<file path="src/sv/hts_pkg.sv">
package hts_pkg;

    localparam int MAX_NAME    = 6;
    localparam int NAME_LEN_W  = $clog2(MAX_NAME + 1);
    localparam int NAME_IDX_W  = $clog2(MAX_NAME);

    localparam int MAX_RESULTS = 3;
    localparam int BURST_CNT_W = $clog2(MAX_RESULTS + 1);

    localparam int OBUF_DEPTH  = 4;
    localparam int OBUF_PTR_W  = $clog2(OBUF_DEPTH);
    localparam int OBUF_CNT_W  = $clog2(OBUF_DEPTH + 1);

    localparam logic [7:0] CH_NUL = 8'h00;
    localparam logic [7:0] CH_TAB = 8'h09;
    localparam logic [7:0] CH_LF  = 8'h0A;
    localparam logic [7:0] CH_CR  = 8'h0D;
    localparam logic [7:0] CH_SP  = 8'h20;
    localparam logic [7:0] CH_LT  = 8'h3C;
    localparam logic [7:0] CH_GT  = 8'h3E;

    localparam logic [7:0]  TAG_P     = "P";
    localparam logic [15:0] TAG_BR    = "BR";
    localparam logic [47:0] TAG_TITLE = "/TITLE";

    typedef struct packed {
        logic [7:0] out_char;
        logic       last_item;
        logic       ended_in_tag;
    } hts_res_t;

    typedef struct packed {
        logic [BURST_CNT_W-1:0]         n;
        hts_res_t [MAX_RESULTS-1:0]     res;
    } hts_burst_t;

endpackage

</file>
<file path="src/sv/hts_scan.sv">
module hts_scan
    import hts_pkg::*;
(
    input  logic       clk,
    input  logic       rst_n,
    input  logic       fire,
    input  logic [7:0] ch,
    input  logic       eot,
    output hts_burst_t burst
);

    localparam logic [1:0] MODE_TEXT = 2'd0;
    localparam logic [1:0] MODE_WS   = 2'd1;
    localparam logic [1:0] MODE_NAME = 2'd2;
    localparam logic [1:0] MODE_SKIP = 2'd3;

    logic [1:0]            mode_reg, mode_next;
    logic [NAME_LEN_W-1:0] len_reg, len_next;
    logic                  ovf_reg, ovf_next;
    logic [7:0]            name_reg [MAX_NAME];
    logic                  store;
    logic                  is_ws, is_gt;
    logic                  emit_ch, emit_nl;
    logic                  match_p, match_br, match_title;
    logic [7:0]            up [MAX_NAME];
    logic [1:0]            mode_tag;

    function automatic logic [7:0] upcase(input logic [7:0] c);
        logic [7:0] r;
        r = c;
        if (c >= 8'h61 && c <= 8'h7A)
        begin
            r = c - 8'h20;
        end
        return r;
    endfunction

    always_comb
    begin
        for (int i = 0; i < MAX_NAME; i++)
        begin
            up[i] = upcase(name_reg[i]);
        end
    end

    assign is_ws = (ch == CH_SP) || (ch >= CH_TAB && ch <= CH_CR);
    assign is_gt = (ch == CH_GT);

    assign match_p  = !ovf_reg && (len_reg == NAME_LEN_W'(1)) && (up[0] == TAG_P);
    assign match_br = !ovf_reg && (len_reg == NAME_LEN_W'(2))
                      && (up[0] == TAG_BR[15:8]) && (up[1] == TAG_BR[7:0]);

    always_comb
    begin
        match_title = !ovf_reg && (len_reg == NAME_LEN_W'(6));
        for (int i = 0; i < 6; i++)
        begin
            if (up[i] != TAG_TITLE[8*(5-i) +: 8])
            begin
                match_title = 1'b0;
            end
        end
    end

    always_comb
    begin
        mode_tag = mode_reg;
        len_next = len_reg;
        ovf_next = ovf_reg;
        store    = 1'b0;
        emit_ch  = 1'b0;
        emit_nl  = 1'b0;
        case (mode_reg)
            MODE_TEXT:
            begin
                if (ch == CH_LT)
                begin
                    mode_tag = MODE_WS;
                    len_next = '0;
                    ovf_next = 1'b0;
                end
                else if (ch != CH_CR && ch != CH_LF && ch != CH_NUL)
                begin
                    emit_ch = 1'b1;
                end
            end
            MODE_WS, MODE_NAME:
            begin
                if (mode_reg == MODE_WS && is_ws)
                begin
                    mode_tag = MODE_WS;
                end
                else if (is_ws || is_gt)
                begin
                    emit_nl  = match_p || match_br || match_title;
                    mode_tag = is_gt ? MODE_TEXT : MODE_SKIP;
                    len_next = '0;
                    ovf_next = 1'b0;
                end
                else
                begin
                    mode_tag = MODE_NAME;
                    if (len_reg < NAME_LEN_W'(MAX_NAME))
                    begin
                        store    = 1'b1;
                        len_next = len_reg + NAME_LEN_W'(1);
                    end
                    else
                    begin
                        ovf_next = 1'b1;
                    end
                end
            end
            default:
            begin
                if (is_gt)
                begin
                    mode_tag = MODE_TEXT;
                end
            end
        endcase
    end

    // assemble the burst of results and drop back to text mode at end of text
    always_comb
    begin
        burst     = '0;
        mode_next = mode_tag;
        if (emit_ch)
        begin
            burst.res[0] = '{out_char: ch, last_item: 1'b0, ended_in_tag: 1'b0};
            burst.n      = BURST_CNT_W'(1);
        end
        if (emit_nl)
        begin
            burst.res[0] = '{out_char: CH_LF, last_item: 1'b0, ended_in_tag: 1'b0};
            burst.res[1] = '{out_char: CH_LF, last_item: 1'b0, ended_in_tag: 1'b0};
            burst.n      = BURST_CNT_W'(2);
        end
        if (eot)
        begin
            burst.res[burst.n] = '{out_char: CH_NUL, last_item: 1'b1,
                                   ended_in_tag: (mode_tag != MODE_TEXT)};
            burst.n   = burst.n + BURST_CNT_W'(1);
            mode_next = MODE_TEXT;
        end
    end

    always_ff @(posedge clk or negedge rst_n)
    begin
        if (!rst_n)
        begin
            mode_reg <= MODE_TEXT;
            len_reg  <= '0;
            ovf_reg  <= 1'b0;
        end
        else if (fire)
        begin
            mode_reg <= mode_next;
            len_reg  <= eot ? '0 : len_next;
            ovf_reg  <= eot ? 1'b0 : ovf_next;
        end
    end

    always_ff @(posedge clk)
    begin
        if (fire && store)
        begin
            name_reg[len_reg[NAME_IDX_W-1:0]] <= ch;
        end
    end

endmodule

</file>
<file path="src/sv/hts_obuf.sv">
module hts_obuf
    import hts_pkg::*;
(
    input  logic       clk,
    input  logic       rst_n,
    input  hts_burst_t push,
    input  logic       pop,
    output logic       room,
    output logic       head_valid,
    output hts_res_t   head
);

    hts_res_t              entry_reg [OBUF_DEPTH];
    logic [OBUF_PTR_W-1:0] wr_ptr_reg, wr_ptr_next;
    logic [OBUF_PTR_W-1:0] rd_ptr_reg, rd_ptr_next;
    logic [OBUF_CNT_W-1:0] cnt_reg, cnt_next;
    logic [OBUF_CNT_W-1:0] cnt_after_pop;

    assign head_valid    = (cnt_reg != '0);
    assign head          = entry_reg[rd_ptr_reg];
    assign cnt_after_pop = cnt_reg - OBUF_CNT_W'(pop);
    assign room          = (cnt_after_pop <= OBUF_CNT_W'(OBUF_DEPTH - MAX_RESULTS));

    assign wr_ptr_next = wr_ptr_reg + OBUF_PTR_W'(push.n);
    assign rd_ptr_next = rd_ptr_reg + OBUF_PTR_W'(pop);
    assign cnt_next    = cnt_after_pop + OBUF_CNT_W'(push.n);

    always_ff @(posedge clk or negedge rst_n)
    begin
        if (!rst_n)
        begin
            wr_ptr_reg <= '0;
            rd_ptr_reg <= '0;
            cnt_reg    <= '0;
        end
        else
        begin
            wr_ptr_reg <= wr_ptr_next;
            rd_ptr_reg <= rd_ptr_next;
            cnt_reg    <= cnt_next;
        end
    end

    always_ff @(posedge clk)
    begin
        for (int k = 0; k < MAX_RESULTS; k++)
        begin
            if (BURST_CNT_W'(k) < push.n)
            begin
                entry_reg[wr_ptr_reg + OBUF_PTR_W'(k)] <= push.res[k];
            end
        end
    end

endmodule

</file>
<file path="src/sv/html_tag_stripper.sv">
// Markup tag stripper: one text byte per beat in, zero to three result bytes out.
// Input channel: in_valid / in_stall with ch and end_of_text. Output channel:
// out_valid / out_stall with out_char, last_item and ended_in_tag.
// A beat is taken into an input register, scanned against the tag state once the
// buffer has room, and its results are pushed into a four-entry output buffer whose
// head drives the output ports. With the buffer empty, an accepted beat passes the
// input register and then the buffer before its first result is on the output ports.
// Throughput is one input beat per cycle while the receiver keeps up. A beat
// is scanned only when the buffer can take three results after this cycle's
// pop, so a paragraph or line break (two newlines) or a terminator behind a byte
// fills the buffer faster than it drains, and the input stalls until it drains.
// End of text emits a NUL terminator with last_item set and ended_in_tag giving
// whether the text stopped inside a tag; the tag state then returns to text mode.
// Stalling the output holds the head beat and backs up through the buffer
// into in_stall; no beat is lost or repeated.
// Reset empties the buffer and input register and returns to text mode.
module html_tag_stripper
    import hts_pkg::*;
(
    input  logic       clk,
    input  logic       rst_n,
    input  logic       in_valid,
    output logic       in_stall,
    input  logic [7:0] ch,
    input  logic       end_of_text,
    output logic       out_valid,
    input  logic       out_stall,
    output logic [7:0] out_char,
    output logic       last_item,
    output logic       ended_in_tag
);

    logic       in_vld_reg, in_vld_next;
    logic [7:0] ch_reg;
    logic       eot_reg;
    logic       accept;
    logic       fire;
    logic       room;
    logic       pop;
    hts_burst_t burst;
    hts_burst_t push;
    hts_res_t   head;

    assign fire     = in_vld_reg && room;
    assign in_stall = in_vld_reg && !room;
    assign accept   = in_valid && !in_stall;
    assign pop      = out_valid && !out_stall;

    assign in_vld_next = accept ? 1'b1 : (fire ? 1'b0 : in_vld_reg);

    always_comb
    begin
        push = burst;
        if (!fire)
        begin
            push.n = '0;
        end
    end

    always_ff @(posedge clk or negedge rst_n)
    begin
        if (!rst_n)
        begin
            in_vld_reg <= 1'b0;
        end
        else
        begin
            in_vld_reg <= in_vld_next;
        end
    end

    always_ff @(posedge clk)
    begin
        if (accept)
        begin
            ch_reg  <= ch;
            eot_reg <= end_of_text;
        end
    end

    hts_scan u_scan (
        .clk   (clk),
        .rst_n (rst_n),
        .fire  (fire),
        .ch    (ch_reg),
        .eot   (eot_reg),
        .burst (burst)
    );

    hts_obuf u_obuf (
        .clk        (clk),
        .rst_n      (rst_n),
        .push       (push),
        .pop        (pop),
        .room       (room),
        .head_valid (out_valid),
        .head       (head)
    );

    assign out_char     = head.out_char;
    assign last_item    = head.last_item;
    assign ended_in_tag = head.ended_in_tag;

endmodule
</file>
<file path="config.mk">
export PLATFORM = sky130hd
export DESIGN_NAME = html_tag_stripper
export DESIGN_NICKNAME = d
export VERILOG_FILES = /design/src/sv/hts_pkg.sv /design/src/sv/hts_scan.sv /design/src/sv/hts_obuf.sv /design/src/sv/html_tag_stripper.sv
export SDC_FILE = /design/constraint.sdc
export NUM_CORES = 1
export LEC_CHECK = 0
export ABC_CLOCK_PERIOD_IN_PS = 4450
export BUFFER_PORTS_ARGS = -buffer_cell sky130_fd_sc_hd__buf_2
export CORE_MARGIN = 4
export CORE_UTILIZATION = 61
export DETAILED_ROUTE_END_ITERATION = 10
export GPL_TIMING_DRIVEN = 0
export PLACE_DENSITY = 0.79
export SLEW_MARGIN = 20
export SYNTH_ARGS = -nofsm -noshare
export SYNTH_HDL_FRONTEND = slang
export SYNTH_SLANG_ARGS = --single-unit
</file>
<file path="constraint.sdc">
create_clock -name clk -period 4.45 [get_ports clk]
set_input_delay 0.89 -clock clk [delete_from_list [all_inputs] [get_ports clk]]
set_output_delay 0.89 -clock clk [all_outputs]
set_load 0.02 [all_outputs]
</file>
# Yosys cells after proc, flatten, opt, wreduce, memory -nomap -nowiden
# Memories as Yosys holds them, arrays and structs flattened.
# Index checks and enable logic that the tools add are counted.
# totals
reg_bits	23
ram_bits	88
n_memories	2
input_bits	13
wordCells	168
# memory_table
name	depth	word_bits	read_ports	rd_ports_with_merged_regs	write_ports	line_no	rtl
u_scan.name_reg	6	8	6	0	1	hts_scan.sv:20	logic [7:0] name_reg [MAX_NAME];
u_obuf.entry_reg	4	10	1	0	3	hts_obuf.sv:13	hts_res_t entry_reg [OBUF_DEPTH];
# classes
eq_ne	23
add_sub_neg	14
reduce_logical	39
n_lt_le_gt_ge	21
n_mux	60
# op_table
op	n
greater-or-equal comparator 8 x 7 -> 1 bit (second input constant)	6
less-or-equal comparator 8 x 7 -> 1 bit (second input constant)	6
two-way mux 8 bit	6
subtractor 8 x 6 -> 8 bit (second input constant)	6
!= test 8 x 7 -> 1 bit (second input constant)	5
two-way mux 1 bit	32
two-way mux 32 bit	1
bitwise mux 30 bit	1
equality test 8 x 6 -> 1 bit (second input constant)	3
equality test 8 x 7 -> 1 bit (second input constant)	3
logical AND 1 bit	22
demux 10 bit (select 2 bit)	1
two-way mux 10 bit	2
two-way mux 16 bit	1
two-way mux 2 bit	8
!= test 8 x 4 -> 1 bit (second input constant)	2
two-way mux 3 bit	5
AND reduction 5 bit	2
greater-or-equal comparator 8 x 4 -> 1 bit (second input constant)	1
less-or-equal comparator 8 x 4 -> 1 bit (second input constant)	1
!= test 8 x 6 -> 1 bit (second input constant)	1
nonzero test 8 bit	1
one-hot mux 3 bit (2 select lines)	1
nonzero test 3 bit	2
other kinds (29)	38

# Logic depth before layout (Yosys ltp)
# An unclocked memory read counts as a cell.
# depth
ltp_word	26
ltp_mapped	13
mapped_depth_nobuf	13

# Modules after synthesis
# Synthesis repeated with hierarchy kept, for this count alone.
# unflattened
cells_unflattened	526
area_unflattened_um2	5866.9
# by_module_without_submodules
mod	instances	cells_per_inst	area_each_um2
hts_scan	1	233	2782.7
hts_obuf	1	275	2731.4
html_tag_stripper	1	18	352.8

# Worst setup path after synthesis
# No wires, ideal clock.
# synth_path
kind	flip-flop to flip-flop
startpoint	register u_obuf.cnt_reg[1]
endpoint	memory u_obuf.entry_reg[0][0] (netlist bit), enable pin
path_buffers	1
setup_slack_ns	1.046
synth_period_minus_slack_ns	3.404
t_required_ns	4.057
stages_incl_launch_ff	10
t_arrival_ns	3.011
cell_sequence	dfrtp_1 > or3_1 > nor2b_1 > ha_1 > ha_1 > xnor2_1 > and3_1 > clkbuf_1 > o21ai_2 > a211oi_1
# synth_lines
item	line_no	rtl
start, declared	hts_obuf.sv:16	logic [OBUF_CNT_W-1:0] cnt_reg, cnt_next;
start signal, assigned	hts_obuf.sv:40	cnt_reg <= cnt_next;
end, declared	hts_obuf.sv:13	

# Worst setup path after layout
# layout_path
startpoint	register u_obuf.cnt_reg[1]
endpoint	memory u_scan.name_reg[0][2], enable pin
# layout_between
elab_chain_len	8
# layout_rtl
item	line_no	rtl
nonzero test 3 bit	hts_obuf.sv:19	assign head_valid = (cnt_reg != '0);
logical AND 1 bit	html_tag_stripper.sv:47	assign pop = out_valid && !out_stall;
subtractor 3 x 1 -> 3 bit *	hts_obuf.sv:21	assign cnt_after_pop = cnt_reg - OBUF_CNT_W'(pop);
less-or-equal comparator 3 x 1 -> 1 bit *	hts_obuf.sv:22	assign room = (cnt_after_pop <= OBUF_CNT_W'(OBUF_DEPTH - MAX_RESULTS));
logical AND 1 bit *	html_tag_stripper.sv:44	assign fire = in_vld_reg && room;
logical AND 1 bit *	hts_scan.sv:167	if (fire && store)
two-way mux 1 bit *	hts_scan.sv:167	
two-way mux 1 bit (not written as such) *	hts_scan.sv:169	name_reg[len_reg[NAME_IDX_W-1:0]] <= ch;
end, declared	hts_scan.sv:20	
# Mark *: on every way between the ends. The rest lies on a longest branch, timed or not.

==> reports/results.ini <==
[status]
status=finished clean

[route]
drcViolationCount=0
drtIter0Drc=265
wl_per_cell_um=19.9
avgViaCountPerCell=6.39
antenna_left=0
vias=3519
wirelength_um=11000
firstDrtPassIters=9

[critical_path]
startpoint_type=flip-flop
path_class=flip-flop to flip-flop
cp_max_fo=9
cp-end-kind=flip-flop
crit_top_cell=ha_1
max_stage_delay_ns=0.86
required_ns=4.45
crit_arrival_ns=3.70
cp_slowest_cell=nor3_1
crit_chain=or3_1 > nor2b_1 > ha_1 > ha_1 > xnor2_1 > and3_1 > clkbuf_1 > nand3_1 > nor3_1

[logic_synthesis]
synth.top_cell.area_share_pct=54.2
synth_warnings=0
synth-main-ff-cell=edfxtp_1
yosys.area.top_type=edfxtp_1
synth_cells=404
ys_seq_area_share_pct=60.7
synthAdderAreaFrac_pct=4.70
postSynthAreaPerCell_um2=13.3
synth.most_common_cell=edfxtp_1
synth_area_leaders=edfxtp_1 (54%), dfrtp_1 (6.5%), mux4_2 (4.2%), ha_1 (4.0%), and3_1 (2.0%)
synth_mux_area_share_pct=4.56
synth_edf_count=97
yosysUniqueCellTypes=61
synth_common_cells=edfxtp_1 (97), inv_1 (28), nand2_1 (28)
synth_compound_area_share_pct=8.59
syn_nets=435
synth_simple_gate_area_share_pct=17.0
synthArstFlopShare_pct=12.6
netlist_area_um2=5370
synth_top_family_by_area=simple AND/OR/NAND/NOR gates
ys_seq_elements=111
synth_xor_area_share_pct=1.30

[min_path]
hp-class=primary input to async pin

[layout]
seqCellArea_um2=3260
antenna_cells=0
final_area_um2=5850
syn2layout_area_growth_pct=8.87
finalNonFillerCells=551
nFillCells=567
multi_input_area_um2=1960
drive_above_1_share_pct=15.9
largest_register_ffs=48
final_nets=472

[sta]
tightest_slew_ns=1.07
max_freq_mhz=270
fin_crit_sh_pct=83.3
setup_viol=0
clock_skew_ns=0.0140
hold_viol_final=0
slew_headroom_pct=28.1
whs_ns=0.395
finalMaxSlewViolations=0
fin_crit_ns=3.71
layout_setup_ws_ns=0.744
finalSetupTns_ns=0
rsz0062_at_grt=false

[clock_tree]
cts_sinks=111
cts_tree=yes
ctsHoldBuffers=0
clk_latency_ns=0.38
cts_buffers=9
cts_setup_buffers=0
clkTransAtPathRegs_ns=0.11
cts_root_buf=clkbuf_8
post_cts_resized=0
clockBufferDepth=2
htreeDepth=3

[floorplan]
ioPinCount=25
start_util_pct=64.1
die_area_um2=10400
die_width_um=102
core_area_um2=8380
row_count=33
fp.dieH_um=102

[grt]
grt_max_degree=19
grt_usage_pct=22.7
antenna_found_initial=0
grt_pass1_wl_um=17700
grt_pass1_vias=3519
grt_overflow=0

[power_and_ir_drop]
p_per_area_nw_per_um2=585
power.leakage_uw=0.00209
ir_drop_mv=0.434

[place]
numPortBuffers=24
dp_cells=535
dpl_cell_area_um2=5650
gp_congestion=0.900
place_ws_ns=0.599
hpwl_um=7780

[flow_run]
max_cap_violations=0

[critical path: cells and delay by family, from the launching register on]
family,cells,cell delay [ns]
adder cells (fa/ha/maj),2,0.38
AND/OR/NAND/NOR,5,1.82
flip-flops,1,0.38
buffers and inverters,1,0.39
XOR/XNOR,1,0.33
[power breakdown]
group          switching (uW)  total (uW)  internal (uW)
Combinational             748        1230            486
Sequential                156        1600           1440
Clock                     352         594            242
Total                    1260        3420           2170
[metal layers]
| metal | share of wire, % | global-route usage (%) |
|---|---|---|
| met1 | 41 | 30.9 |
| met2 | 49 | 37.2 |
| met3 | 7.9 | 4.16 |
| met4 | 1.7 | 7.57 |
| met5 | 0 | 0 |
[metrics by stage]
step | utilization [%] | total power, uW
after floorplan | - | 2460
after global placement | 67.1 | 2780
after detailed placement | 67.4 | 2850
after CTS | 69.7 | 3420
after global routing | 69.8 | 3610
final | 69.8 | 3420
[cell families after synthesis]
family,count (synthesis)
mux,12
compound gates,61
flops,111
buf+inv,40
xor+xnor,8
simple gates,152
fa+ha+maj,20
[placed cells by master (no fill, tap or decap), types with 3 or more instances in the layout]
cell	count
a21boi_0	3
a21oi_1	9
a21oi_2	3
a22o_1	4
a31oi_1	3
and2_1	15
and3_1	17
and4b_1	3
buf_2	26
clkbuf_1	9
clkbuf_8	11
dfrtp_1	14
edfxtp_1	97
ha_1	17
inv_1	28
mux4_2	10
nand2_1	28
nand2b_1	4
nand3_1	12
nand4_1	11
nor2_1	20
nor2b_1	6
nor3_1	6
nor4_1	5
nor4b_1	5
nor4bb_1	5
o21ai_0	10
o32ai_1	4
or3_1	3
xnor2_1	3
xor2_1	5
[cell type report]
cell class	count	share of cell area, %
tap	105	2.25
inverter	28	1.80
buffer	12	1.07
timing repair buffer	26	2.31
clock inverter	4	0.620
sequential	111	55.8
multi-input combinational	253	33.5
clock buffer	12	2.65
[final timing paths]
check                                startpoint               endpoint  slack (ns)  cells after the start
setup / recovery              u_obuf.cnt_reg[1]  u_scan.name_reg[0][2]        0.74                      9
hold / removal                            rst_n   u_obuf.rd_ptr_reg[1]        0.39                      1
setup reg to reg              u_obuf.cnt_reg[1]  u_scan.name_reg[0][2]        0.74                      9
hold reg to reg            u_obuf.rd_ptr_reg[0]   u_obuf.rd_ptr_reg[0]        0.53                      1
max in group asynchronous                 rst_n         u_scan.ovf_reg        3.78                      1
min in group clk           u_obuf.rd_ptr_reg[0]   u_obuf.rd_ptr_reg[0]        0.53                      1
No activity file was read; power rests on OpenSTA's default activity.
